==> src/rtl/core/fmsm_pkg.sv <==
// ----------------------------------------------------------------------------
// fmsm_pkg
// Shared types and constants for the first-match signature matcher.
// ----------------------------------------------------------------------------
package fmsm_pkg;

    localparam int NUM_RULES_DEF       = 8;
    localparam int MAX_PATTERN_LEN_DEF = 32;

    localparam int CMD_W    = 2;
    localparam int SLOT_W   = 3;
    localparam int POS_W    = 5;
    localparam int BYTE_W   = 8;
    localparam int PLEN_W   = 6;
    localparam int FIELD_W  = 2;
    localparam int ACTIVE_W = 4;
    localparam int HRULE_W  = 3;

    typedef enum logic [CMD_W-1:0] {
        CMD_LOAD = 2'd0,
        CMD_SET  = 2'd1,
        CMD_BYTE = 2'd2,
        CMD_END  = 2'd3
    } cmd_t;

    localparam logic [FIELD_W-1:0] FIELD_MESSAGE = 2'd2;
    localparam logic [FIELD_W-1:0] FIELD_NONE    = 2'd3;

    typedef enum logic [2:0] {
        ST_IDLE,
        ST_LD_RD,
        ST_LD_WR,
        ST_FEED,
        ST_DRAIN,
        ST_SCAN,
        ST_DONE
    } state_t;

    // controller -> datapath
    typedef struct packed {
        logic accept;
        logic ld_rd;
        logic ld_wr;
        logic feed;
        logic clr_part;
        logic scan;
        logic out_load;
    } ctl_cmd_t;

    // datapath -> controller
    typedef struct packed {
        cmd_t in_cmd;
        logic load_ok;
        logic last;
        logic out_busy;
    } ctl_sts_t;

endpackage

==> src/rtl/core/first_match_signature_matcher.sv <==
// ----------------------------------------------------------------------------
// first_match_signature_matcher
// Matches tagged log bytes against a table of substring rules and reports
// the lowest-numbered rule that hit at the end of each record.
// ----------------------------------------------------------------------------
// Sequence: a log byte reads one pattern RAM row per rule, pipelined into
// the shift-and update, plus a drain step; an end-of-record result is
// loaded after the rule scan, once the previous result is not stalled.
// Items are taken one at a time: a pattern load reads then writes its row,
// a rule set completes at accept, and in_stall holds off the next item.
// Reset: rule tables, match state and active_rules clear asynchronously;
// the pattern RAM is not cleared and holds garbage until loaded.
module first_match_signature_matcher import fmsm_pkg::*; #(
    parameter int NUM_RULES       = NUM_RULES_DEF,
    parameter int MAX_PATTERN_LEN = MAX_PATTERN_LEN_DEF
) (
    input  logic                clk,
    input  logic                rst_n,
    // configuration
    input  logic                cfg_we,
    input  logic [ACTIVE_W-1:0] cfg_wdata,
    // input item channel
    input  logic                in_valid,
    output logic                in_stall,
    input  logic [CMD_W-1:0]    command,
    input  logic [SLOT_W-1:0]   rule_slot,
    input  logic [POS_W-1:0]    pattern_pos,
    input  logic [BYTE_W-1:0]   byte_value,
    input  logic [PLEN_W-1:0]   pattern_length,
    input  logic [FIELD_W-1:0]  target_field,
    input  logic                regex_flag,
    input  logic [FIELD_W-1:0]  field_tag,
    input  logic                field_end,
    // result item channel
    output logic                out_valid,
    input  logic                out_stall,
    output logic                hit,
    output logic [HRULE_W-1:0]  hit_rule
);

    localparam int RIDX_W = NUM_RULES > 1 ? $clog2(NUM_RULES) : 1;

    ctl_cmd_t          cmd;
    ctl_sts_t          sts;
    logic [RIDX_W-1:0] idx;

    // Sequencer: walks the rule index for byte updates and the final scan.
    fmsm_ctrl #(
        .NUM_RULES (NUM_RULES)
    ) u_ctrl (
        .clk      (clk),
        .rst_n    (rst_n),
        .in_valid (in_valid),
        .in_stall (in_stall),
        .sts      (sts),
        .cmd      (cmd),
        .idx      (idx)
    );

    // Datapath: holds rules, per-rule partial matches and the result register.
    fmsm_dp #(
        .NUM_RULES       (NUM_RULES),
        .MAX_PATTERN_LEN (MAX_PATTERN_LEN)
    ) u_dp (
        .clk            (clk),
        .rst_n          (rst_n),
        .cfg_we         (cfg_we),
        .cfg_wdata      (cfg_wdata),
        .command        (command),
        .rule_slot      (rule_slot),
        .pattern_pos    (pattern_pos),
        .byte_value     (byte_value),
        .pattern_length (pattern_length),
        .target_field   (target_field),
        .regex_flag     (regex_flag),
        .field_tag      (field_tag),
        .field_end      (field_end),
        .out_valid      (out_valid),
        .out_stall      (out_stall),
        .hit            (hit),
        .hit_rule       (hit_rule),
        .cmd            (cmd),
        .idx            (idx),
        .sts            (sts)
    );

endmodule

==> src/rtl/core/fmsm_ram.sv <==
// ----------------------------------------------------------------------------
// fmsm_ram
// Generic single-write, single-read RAM with registered read data.
// ----------------------------------------------------------------------------
module fmsm_ram #(
    parameter int WIDTH = 8,
    parameter int DEPTH = 8
) (
    input  logic                                 clk,
    input  logic                                 we,
    input  logic [(DEPTH > 1 ? $clog2(DEPTH) : 1)-1:0] waddr,
    input  logic [WIDTH-1:0]                     wdata,
    input  logic [(DEPTH > 1 ? $clog2(DEPTH) : 1)-1:0] raddr,
    output logic [WIDTH-1:0]                     rdata
);

    logic [WIDTH-1:0] mem [DEPTH];

    always_ff @(posedge clk)
    begin
        if (we)
        begin
            mem[waddr] <= wdata;
        end
        rdata <= mem[raddr];
    end

endmodule

==> src/rtl/core/fmsm_ctrl.sv <==
// ----------------------------------------------------------------------------
// fmsm_ctrl
// Sequencer: accepts one item; steps the datapath over rules for bytes/ends.
// ----------------------------------------------------------------------------
module fmsm_ctrl import fmsm_pkg::*; #(
    parameter int NUM_RULES = NUM_RULES_DEF
) (
    input  logic     clk,
    input  logic     rst_n,
    input  logic     in_valid,
    output logic     in_stall,
    input  ctl_sts_t sts,
    output ctl_cmd_t cmd,
    output logic [(NUM_RULES > 1 ? $clog2(NUM_RULES) : 1)-1:0] idx
);

    localparam int RIDX_W = NUM_RULES > 1 ? $clog2(NUM_RULES) : 1;
    localparam int CNT_W  = $clog2(NUM_RULES + 1);

    state_t             state_reg, state_next;
    logic [CNT_W-1:0]   cnt_reg, cnt_next;
    logic               accept;
    logic               cnt_last;

    assign accept   = in_valid && (state_reg == ST_IDLE);
    assign cnt_last = (cnt_reg == CNT_W'(NUM_RULES - 1));
    assign idx      = cnt_reg[RIDX_W-1:0];

    always_ff @(posedge clk or negedge rst_n)
    begin
        if (!rst_n)
        begin
            state_reg <= ST_IDLE;
            cnt_reg   <= '0;
        end
        else
        begin
            state_reg <= state_next;
            cnt_reg   <= cnt_next;
        end
    end

    // next state
    always_comb
    begin
        state_next = state_reg;
        cnt_next   = cnt_reg;
        case (state_reg)
            ST_IDLE:
            begin
                cnt_next = '0;
                if (accept)
                begin
                    case (sts.in_cmd)
                        CMD_LOAD: state_next = sts.load_ok ? ST_LD_RD : ST_IDLE;
                        CMD_SET:  state_next = ST_IDLE;
                        CMD_BYTE: state_next = ST_FEED;
                        CMD_END:  state_next = ST_SCAN;
                        default:  state_next = ST_IDLE;
                    endcase
                end
            end
            ST_LD_RD: state_next = ST_LD_WR;
            ST_LD_WR: state_next = ST_IDLE;
            ST_FEED:
            begin
                cnt_next = cnt_reg + CNT_W'(1);
                if (cnt_last)
                begin
                    state_next = ST_DRAIN;
                end
            end
            ST_DRAIN: state_next = ST_IDLE;
            ST_SCAN:
            begin
                cnt_next = cnt_reg + CNT_W'(1);
                if (cnt_last)
                begin
                    state_next = ST_DONE;
                end
            end
            ST_DONE:
            begin
                if (!sts.out_busy)
                begin
                    state_next = ST_IDLE;
                end
            end
            default: state_next = ST_IDLE;
        endcase
    end

    // outputs
    always_comb
    begin
        cmd      = '0;
        in_stall = (state_reg != ST_IDLE);
        cmd.accept = accept;
        case (state_reg)
            ST_LD_RD: cmd.ld_rd    = 1'b1;
            ST_LD_WR: cmd.ld_wr    = 1'b1;
            ST_FEED:  cmd.feed     = 1'b1;
            ST_DRAIN: cmd.clr_part = sts.last;
            ST_SCAN:  cmd.scan     = 1'b1;
            ST_DONE:
            begin
                cmd.out_load = !sts.out_busy;
                cmd.clr_part = !sts.out_busy;
            end
            default: cmd.ld_rd = 1'b0;
        endcase
    end

endmodule

==> src/rtl/core/fmsm_dp.sv <==
// ----------------------------------------------------------------------------
// fmsm_dp
// Datapath: rule tables, pattern RAM, shift-and update, first-hit scan.
// ----------------------------------------------------------------------------
module fmsm_dp import fmsm_pkg::*; #(
    parameter int NUM_RULES       = NUM_RULES_DEF,
    parameter int MAX_PATTERN_LEN = MAX_PATTERN_LEN_DEF
) (
    input  logic                  clk,
    input  logic                  rst_n,
    input  logic                  cfg_we,
    input  logic [ACTIVE_W-1:0]   cfg_wdata,
    input  logic [CMD_W-1:0]      command,
    input  logic [SLOT_W-1:0]     rule_slot,
    input  logic [POS_W-1:0]      pattern_pos,
    input  logic [BYTE_W-1:0]     byte_value,
    input  logic [PLEN_W-1:0]     pattern_length,
    input  logic [FIELD_W-1:0]    target_field,
    input  logic                  regex_flag,
    input  logic [FIELD_W-1:0]    field_tag,
    input  logic                  field_end,
    output logic                  out_valid,
    input  logic                  out_stall,
    output logic                  hit,
    output logic [HRULE_W-1:0]    hit_rule,
    input  ctl_cmd_t              cmd,
    input  logic [(NUM_RULES > 1 ? $clog2(NUM_RULES) : 1)-1:0] idx,
    output ctl_sts_t              sts
);

    localparam int RIDX_W = NUM_RULES > 1 ? $clog2(NUM_RULES) : 1;
    localparam int LEN_W  = $clog2(MAX_PATTERN_LEN + 1);
    localparam int ROW_W  = MAX_PATTERN_LEN * BYTE_W;

    logic [LEN_W-1:0]           len_reg   [NUM_RULES];
    logic [FIELD_W-1:0]         tgt_reg   [NUM_RULES];
    logic                       rgx_reg   [NUM_RULES];
    logic [MAX_PATTERN_LEN-1:0] part_reg  [NUM_RULES];
    logic [NUM_RULES-1:0]       hits_reg;
    logic [ACTIVE_W-1:0]        active_reg;

    logic [SLOT_W-1:0]          slot_reg;
    logic [POS_W-1:0]           pos_reg;
    logic [BYTE_W-1:0]          byte_reg;
    logic [FIELD_W-1:0]         tag_reg;
    logic                       last_reg;

    logic                       proc_vld_reg;
    logic [RIDX_W-1:0]          proc_idx_reg;
    logic                       found_reg;
    logic [RIDX_W-1:0]          found_idx_reg;

    logic                       out_valid_reg, out_valid_next;
    logic                       hit_reg;
    logic [HRULE_W-1:0]         hit_rule_reg;

    logic [RIDX_W-1:0]          ram_raddr;
    logic [ROW_W-1:0]           ram_rdata;
    logic [ROW_W-1:0]           ram_wdata;

    logic                       slot_ok;
    logic                       pos_ok;
    logic [LEN_W-1:0]           len_sat;
    logic [LEN_W-1:0]           p_len;
    logic [MAX_PATTERN_LEN-1:0] eq_vec;
    logic [MAX_PATTERN_LEN-1:0] end_vec;
    logic [MAX_PATTERN_LEN-1:0] part_new;
    logic                       p_live;
    logic                       p_hit;
    logic                       s_hit;

    assign slot_ok = (int'(rule_slot) < NUM_RULES);
    assign pos_ok  = (int'(pattern_pos) < MAX_PATTERN_LEN);
    assign len_sat = (int'(pattern_length) > MAX_PATTERN_LEN) ?
                     LEN_W'(MAX_PATTERN_LEN) : LEN_W'(pattern_length);

    assign sts.in_cmd   = cmd_t'(command);
    assign sts.load_ok  = slot_ok && pos_ok;
    assign sts.last     = last_reg;
    assign sts.out_busy = out_valid_reg && out_stall;

    // pattern rows, one per rule
    assign ram_raddr = cmd.ld_rd ? RIDX_W'(slot_reg) : idx;

    always_comb
    begin
        ram_wdata = ram_rdata;
        ram_wdata[int'(pos_reg)*BYTE_W +: BYTE_W] = byte_reg;
    end

    fmsm_ram #(
        .WIDTH (ROW_W),
        .DEPTH (NUM_RULES)
    ) u_pat_ram (
        .clk   (clk),
        .we    (cmd.ld_wr),
        .waddr (RIDX_W'(slot_reg)),
        .wdata (ram_wdata),
        .raddr (ram_raddr),
        .rdata (ram_rdata)
    );

    // shift-and step for the rule whose row just arrived
    always_comb
    begin
        p_len = len_reg[proc_idx_reg];
        for (int i = 0; i < MAX_PATTERN_LEN; i++)
        begin
            eq_vec[i]  = (ram_rdata[i*BYTE_W +: BYTE_W] == byte_reg) &&
                         (i < int'(p_len));
            end_vec[i] = (i == int'(p_len) - 1);
        end
        p_live   = (tag_reg == tgt_reg[proc_idx_reg]) && (p_len != '0);
        part_new = p_live ? (((part_reg[proc_idx_reg] << 1) |
                              MAX_PATTERN_LEN'(1)) & eq_vec) : '0;
        p_hit    = p_live && (|(part_new & end_vec));
    end

    // first-hit test for the scanned rule
    assign s_hit = (int'(idx) < int'(active_reg)) && !rgx_reg[idx] &&
                   (tgt_reg[idx] != FIELD_NONE) &&
                   ((len_reg[idx] == '0) || hits_reg[idx]);

    always_comb
    begin
        out_valid_next = out_valid_reg && out_stall;
        if (cmd.out_load)
        begin
            out_valid_next = 1'b1;
        end
    end

    always_ff @(posedge clk or negedge rst_n)
    begin
        if (!rst_n)
        begin
            for (int r = 0; r < NUM_RULES; r++)
            begin
                len_reg[r]  <= '0;
                tgt_reg[r]  <= FIELD_NONE;
                rgx_reg[r]  <= 1'b0;
                part_reg[r] <= '0;
            end
            hits_reg      <= '0;
            active_reg    <= '0;
            proc_vld_reg  <= 1'b0;
            found_reg     <= 1'b0;
            out_valid_reg <= 1'b0;
        end
        else
        begin
            out_valid_reg <= out_valid_next;
            proc_vld_reg  <= cmd.feed;
            if (cfg_we)
            begin
                active_reg <= cfg_wdata;
            end
            if (cmd.accept && (sts.in_cmd == CMD_SET) && slot_ok)
            begin
                len_reg[RIDX_W'(rule_slot)] <= len_sat;
                tgt_reg[RIDX_W'(rule_slot)] <= target_field;
                rgx_reg[RIDX_W'(rule_slot)] <= regex_flag;
            end
            // drop all partial matches at field end and record end
            if (cmd.clr_part)
            begin
                for (int r = 0; r < NUM_RULES; r++)
                begin
                    part_reg[r] <= '0;
                end
            end
            else if (proc_vld_reg)
            begin
                part_reg[proc_idx_reg] <= part_new;
            end
            if (proc_vld_reg && p_hit)
            begin
                hits_reg[proc_idx_reg] <= 1'b1;
            end
            if (cmd.out_load)
            begin
                hits_reg <= '0;
            end
            if (cmd.accept)
            begin
                found_reg <= 1'b0;
            end
            else if (cmd.scan && s_hit && !found_reg)
            begin
                found_reg <= 1'b1;
            end
        end
    end

    // payload registers
    always_ff @(posedge clk)
    begin
        if (cmd.accept)
        begin
            slot_reg <= rule_slot;
            pos_reg  <= pattern_pos;
            byte_reg <= byte_value;
            tag_reg  <= field_tag;
            last_reg <= field_end;
        end
        proc_idx_reg <= idx;
        if (cmd.scan && s_hit && !found_reg)
        begin
            found_idx_reg <= idx;
        end
        if (cmd.out_load)
        begin
            hit_reg      <= found_reg;
            hit_rule_reg <= found_reg ? HRULE_W'(found_idx_reg) : '0;
        end
    end

    assign out_valid = out_valid_reg;
    assign hit       = hit_reg;
    assign hit_rule  = hit_rule_reg;

endmodule
==> config.mk <==
export PLATFORM = sky130hd
export DESIGN_NAME = first_match_signature_matcher
export DESIGN_NICKNAME = d
export VERILOG_FILES = /design/src/rtl/core/fmsm_pkg.sv /design/src/rtl/core/first_match_signature_matcher.sv /design/src/rtl/core/fmsm_ram.sv /design/src/rtl/core/fmsm_ctrl.sv /design/src/rtl/core/fmsm_dp.sv
export SDC_FILE = /design/constraint.sdc
export NUM_CORES = 2
export LEC_CHECK = 0
export BUFFER_PORTS_ARGS = -buffer_cell sky130_fd_sc_hd__buf_4
export CORE_ASPECT_RATIO = 1.1
export CORE_UTILIZATION = 45
export CTS_BUF_LIST = sky130_fd_sc_hd__clkbuf_8
export DETAILED_ROUTE_END_ITERATION = 10
export GPL_ROUTABILITY_DRIVEN = 0
export GPL_TIMING_DRIVEN = 0
export HOLD_SLACK_MARGIN = 0.08
export PLACE_DENSITY = 0.62
export SLEW_MARGIN = 20
export SYNTH_ARGS = -nofsm -noshare
export SYNTH_HDL_FRONTEND = slang
export SYNTH_SLANG_ARGS = --single-unit
export TNS_END_PERCENT = 30
==> constraint.sdc <==
create_clock -name clk -period 27 [get_ports clk]
set_clock_uncertainty 0.1 [all_clocks]
set_input_delay 1.35 -clock clk [delete_from_list [all_inputs] [get_ports clk]]
set_output_delay 1.35 -clock clk [all_outputs]
set_load 0.03 [all_outputs]
# After elaboration in Yosys (flattened, before gate mapping)
# Memory sizes are Yosys's and may differ from the RTL's. A register that Yosys moved wholly into a read port is not among the register bits.
# Index checks and enable logic that the tools add are counted.
dict set report word_totals {
  regBits 379
  mem_bits_rw 2048
  inputBits 39
  out_inout_bits 6
  wordCells 304
  memories 1
}
dict set report classes {
  n_addsub 3
  order_cmp 42
  n_eq_ne 79
  shift 2
  mux 60
  bitwise 6
  reduce_logical 63
}
# name words width read_ports rd_clocked_by_memory_dff write_ports line_no
set mem_list {}
lappend mem_list {u_dp.u_pat_ram.mem 8 256 1 1 1 fmsm_ram.sv:17} ;# logic [WIDTH-1:0] mem [DEPTH];
# op count
set ops {}
lappend ops {{256-bit bitwise mux} 2}
lappend ops {{6-bit by 32-bit equality test with 1-bit output (first input constant)} 16}
lappend ops {{256-bit two-way mux} 2}
lappend ops {{5-bit by 32-bit equality test with 1-bit output (first input constant)} 8}
lappend ops {{8-bit equality test} 32}
lappend ops {{8-bit by 33-bit variable shift with 256-bit output (first input constant)} 1}
lappend ops {{8-bit by 33-bit indexed part select with 256-bit output} 1}
lappend ops {{4-bit by 32-bit equality test with 1-bit output (first input constant)} 4}
lappend ops {{32-bit binary-select mux with 3-bit select} 1}
lappend ops {{32-bit demux with 3-bit select} 1}
lappend ops {{5-bit by 6-bit < comparator with 1-bit output (first input constant)} 16}
lappend ops {{32-bit AND} 2}
lappend ops {{3-bit by 32-bit equality test with 1-bit output (first input constant)} 2}
lappend ops {{32-bit two-way mux} 2}
lappend ops {{31-bit two-way mux} 2}
lappend ops {{48-bit bitwise mux} 1}
lappend ops {{4-bit by 6-bit < comparator with 1-bit output (first input constant)} 8}
lappend ops {{1-bit logical AND} 46}
lappend ops {{6-bit binary-select mux with 3-bit select} 2}
lappend ops {{6-bit two-way mux} 6}
lappend ops {{8-bit negation with 33-bit output} 1}
lappend ops {{2-bit by 32-bit equality test with 1-bit output (first input constant)} 1}
lappend ops {{32-bit logical NOT} 1}
lappend ops {{32-bit OR reduction} 1}
lappend ops {{other kinds (47)} 96}

# Logic depth before layout (Yosys ltp)
dict set report depth {
  depth_word 14
  mapped_depth 14
}

# Modules after synthesis
# From an unflattened synthesis, not the netlist that was laid out.
dict set report unflattened {
  cells_unflattened 5708
  area_unflattened_um2 105914.1
}
# mod instances cells_each area_per_inst_um2
set by_module_without_submodules {}
lappend by_module_without_submodules {fmsm_ram 1 3227 82039.9}
lappend by_module_without_submodules {fmsm_dp 1 2427 23348.6}
lappend by_module_without_submodules {fmsm_ctrl 1 54 525.5}

# Worst setup path after synthesis
# OpenSTA, ideal clock, no wires.
dict set report synth_timing {
  path_type {register to register}
  from {register u_ctrl.state_reg[2]}
  to {memory u_dp.u_pat_ram.mem[1][0] (netlist name) (enable)}
  setup_ns 1.185
  arrival_ns 18.275
  required_ns 25.715
  slack_ns 7.440
  path_stages_with_launch 6
  n_path_buf 2
  cell_sequence {dfrtp_1 > clkbuf_1 > buf_1 > nor2_1 > nand3_1 > nor3_1}
}
dict set report synth_via {
  elab_chain_len 4
}
# item line_no
set synth_lines {}
lappend synth_lines {{from (decl)} fmsm_ctrl.sv:20} ;# state_t state_reg, state_next;
lappend synth_lines {{from (signal assigned)} fmsm_ctrl.sv:38} ;# state_reg <= state_next;
lappend synth_lines {{3-bit by 2-bit equality test with 1-bit output} fmsm_ctrl.sv:99} ;# case (state_reg)
lappend synth_lines {{1-bit two-way mux} fmsm_ctrl.sv:99}
lappend synth_lines {{1-bit two-way mux} fmsm_ram.sv:21} ;# if (we)
lappend synth_lines {{1-bit two-way mux (not written as such)} fmsm_ram.sv:23} ;# mem[waddr] <= wdata;
lappend synth_lines {{to (decl)} fmsm_ram.sv:17}
# Every way passes these cells.

# Worst setup path after layout
dict set report layout_timing {
  from {register u_dp.byte_reg[1]}
  to {register u_dp.hits_reg[3]}
}
dict set report layout_via {
  elab_chain_len 9
}
# item line_no
set layout_lines {}
lappend layout_lines {{from (decl)} fmsm_dp.sv:44} ;# logic [BYTE_W-1:0] byte_reg;
lappend layout_lines {{from (signal assigned)} fmsm_dp.sv:202} ;# byte_reg <= byte_value;
lappend layout_lines {{8-bit equality test} fmsm_dp.sv:109} ;# eq_vec[i] = (ram_rdata[i*BYTE_W +: BYTE_W] == byte_reg) &&
lappend layout_lines {{1-bit logical AND} fmsm_dp.sv:109}
lappend layout_lines {{32-bit AND *} fmsm_dp.sv:115} ;# MAX_PATTERN_LEN'(1)) & eq_vec) : '0;
lappend layout_lines {{32-bit two-way mux *} fmsm_dp.sv:114} ;# part_new = p_live ? (((part_reg[proc_idx_reg] << 1) |
lappend layout_lines {{32-bit AND *} fmsm_dp.sv:116} ;# p_hit = p_live && (|(part_new & end_vec));
lappend layout_lines {{32-bit OR reduction *} fmsm_dp.sv:116}
lappend layout_lines {{1-bit logical AND *} fmsm_dp.sv:116}
lappend layout_lines {{1-bit logical AND *} fmsm_dp.sv:176} ;# if (proc_vld_reg && p_hit)
lappend layout_lines {{2-bit nonzero test (no source line) *} --}
lappend layout_lines {{to (signal assigned)} fmsm_dp.sv:144} ;# hits_reg <= '0;
lappend layout_lines {{to (signal, indexed assignment)} fmsm_dp.sv:178} ;# hits_reg[proc_idx_reg] <= 1'b1;
lappend layout_lines {{to (signal assigned)} fmsm_dp.sv:182} ;# hits_reg <= '0;
lappend layout_lines {{to (decl)} fmsm_dp.sv:39} ;# logic [NUM_RULES-1:0] hits_reg;
# Mark *: on every way between the ends. The rest lies on a longest branch, timed or not.
# A chain may end at the register's enable or synchronous reset.

==> flow_summary.json <==
{
  "clock_path_buffers": 4,
  "rr_worst_depth": 11,
  "cp_common_cell": "buf_2",
  "ys_warn_count": 0,
  "grt_overflow": 0,
  "io_pins": 45,
  "wire_per_inst_um": 30.1,
  "viasPerCell": 5.92,
  "antenna_left": 0,
  "clk_pin_slew_worst_paths_ns": 0.06,
  "drc": 2,
  "cp_cell_sequence": "buf_2 > buf_2 > buf_2 > xnor2_1 > nand4_1 > a2111oi_1 > nand4_1 > o211a_1 > a41oi_2 > a41oi_4 > o31ai_1",
  "grt_pass1_wl_um": 434000,
  "final_nets": 6692,
  "cp_max_fo": 10,
  "synth_edf_count": 2074,
  "status": "finished, violations left",
  "r2r-end": "u_dp.hits_reg[3]",
  "rows": 185,
  "final-hold-violation-count": 0,
  "numPortBuffers": 44,
  "cts-root-buf": "clkbuf_8",
  "peakVddDrop_mv": 0.0766,
  "largest_register_ffs": 2048,
  "critPathArrivalTime_ns": 6.73,
  "slew_viol_final": 0,
  "fin_crit_ns": 5.86,
  "hold_buffers": 0,
  "worst_pin_slew_ns": 1.29,
  "leakagePower_nw": 42.0,
  "regToRegSetupSlack_ns": 21.14,
  "layout_commonest_cell": "edfxtp_1",
  "cts_resized": 0,
  "antenna_found_initial": 22,
  "tritoncts": "yes",
  "place_inst": 9301,
  "hold_class": "input port to asynchronous set/reset pin",
  "h-tree-depth": 5,
  "first_pass_iters": 11,
  "total_power_mw": 13.0,
  "die_w_um": 463,
  "slowest_delay_ns": 1.05,
  "grt.total_usage": 0.257,
  "critPathLaunchType": "flip-flop",
  "grt_max_degree": 99,
  "ys_ff_latch": 2675,
  "start_util": 0.455,
  "synth.distinct_cells": 86,
  "violations": "DRC",
  "cellPowerDensity_nw_per_um2": 107,
  "synth_area_um2": 105000,
  "drtIter0Drc": 7595,
  "fmax_mhz": 171,
  "slowest_stage": "a2111oi_1",
  "synth_fp_nets": 6024,
  "crit_type": "flip-flop to flip-flop",
  "mostFrequentLayoutCells": "edfxtp_1, nand2_1, mux4_2",
  "dpl.hpwl_um": 204000,
  "finalSetupViolations": 0,
  "cts_buffers": 430,
  "drv_cap": 0,
  "synthFlopType": "edfxtp_1",
  "die_h_um": 509,
  "post-cts-setup-buffer-count": 0,
  "synth_cells": 5980,
  "core_um2": 232000,
  "finalCritPeriodShare": 0.217,
  "area_growth_pct": 15.0,
  "avgSynthCellArea_um2": 17.6,
  "routed_wl_um": 304000,
  "crit_required_ns": 27.87,
  "fin_cells": 10100,
  "grt_setup_unrepaired": "false",
  "vias": 59700,
  "timing.rr.start": "u_dp.byte_reg[1]",
  "end_kind": "flip-flop",
  "synthArstFlopShare": 0.128,
  "drive_above_1_share": 0.270,
  "grt_pass1_vias": 60500,
  "yosysSeqAreaShare": 0.722,
  "die_area_um2": 236000,
  "slew_headroom": 0.136,
  "clkLatencyLatePin_ns": 1.14,
  "numClockSinks": 2675
}
-- metrics by stage --
| stage | TNS, ns | setup WS, ns | utilization | cell area, um2 | hold slack, ns |
|---|---|---|---|---|---|
| after floorplan | 0 | 7.44 | - | 105000 | 0.288 |
| after global placement | -6309.92 | -12.45 | 0.473 | 110000 | 0.307 |
| after detailed placement | 0 | 21.35 | 0.487 | 113000 | 0.319 |
| after CTS | 0 | 21.34 | 0.522 | 121000 | 0.0943 |
| after global routing | 0 | 21.21 | 0.523 | 121000 | 0.149 |
| final | 0 | 21.14 | 0.523 | 121000 | 0.146 |
-- cells by family after synthesis --
family                     Yosys count  synth area share
muxes                              939             0.158
buffers and inverters              348            0.0149
DFF                               2675             0.722
adders and majority gates            5          0.000594
AOI/OAI and AO/OA                  743            0.0412
and+or+nand+nor                   1011            0.0418
xor gates and xnor gates           259            0.0215
-- cells in the mapped netlist (all sizes together), types with 57 or more instances --
master / n / share of area
buf: 140 / 0.0075
clkbuf: 195 / 0.0070
dfrtp: 326 / 0.077
dfxtp: 259 / 0.049
edfxtp: 2074 / 0.59
mux2: 333 / 0.036
mux2i: 65 / 0.0065
mux4: 541 / 0.12
nand2: 648 / 0.023
nand3: 91 / 0.0044
nand4: 57 / 0.0034
nor2: 78 / 0.0028
o21ai: 522 / 0.025
xnor2: 189 / 0.016
xor2: 70 / 0.0058
-- area by class of cell --
class                   instances  area (um2)
fillers                     18600      111000
flip-flops and latches       2675       76000
repair buffers                236        3420
well taps                    3085        3860
clock buffers                 506        6960
inverters                      13        48.8
clock inverters               272        1340
plain buffers                 335        1550
diodes                          6        15.0
multi-input cells            2957       27900
-- report_power, final --
group	total, mW	switching (mW)	internal [mW]
clock	3.36	1.60	1.76
sequential	5.64	0.247	5.40
combinational	3.95	2.38	1.56
-- layer usage --
metal  routed length [um]  part of all wire  GRT usage
met2               144000              0.47      0.415
met1               120000              0.40      0.341
met4                14000             0.046      0.115
met5                   13          0.000043          0
met3                25200             0.083     0.0477
-- how the worst max path moves through the flow --
| stage | start | end | slack, ns |
|---|---|---|---|
| 2_1_floorplan | u_ctrl.state_reg[2] | u_dp.u_pat_ram.mem[1][0] | 7.44 |
| 3_5_place_dp | u_ctrl.state_reg[1] | u_dp.u_pat_ram.rdata[65] | 21.35 |
| 6_report | u_dp.byte_reg[1] | u_dp.hits_reg[3] | 21.14 |
| 4_1_cts | u_dp.byte_reg[1] | u_dp.hits_reg[3] | 21.34 |
| 5_1_grt | u_ctrl.state_reg[1] | u_dp.u_pat_ram.rdata[65] | 21.21 |
| 3_3_place_gp | u_ctrl.state_reg[2] | u_dp.u_pat_ram.mem[1][138] | -12.45 |
-- worst max-delay path: cells and delay by family, from the launching register on --
| family | cells | cell delay (ns) |
|---|---|---|
| and+or+nand+nor | 2 | 0.83 |
| xor gates and xnor gates | 1 | 0.19 |
| DFF | 1 | 0.32 |
| buffers and inverters | 3 | 2.32 |
| AOI/OAI and AO/OA | 5 | 1.87 |
No activity file was read; power rests on OpenSTA's default activity.
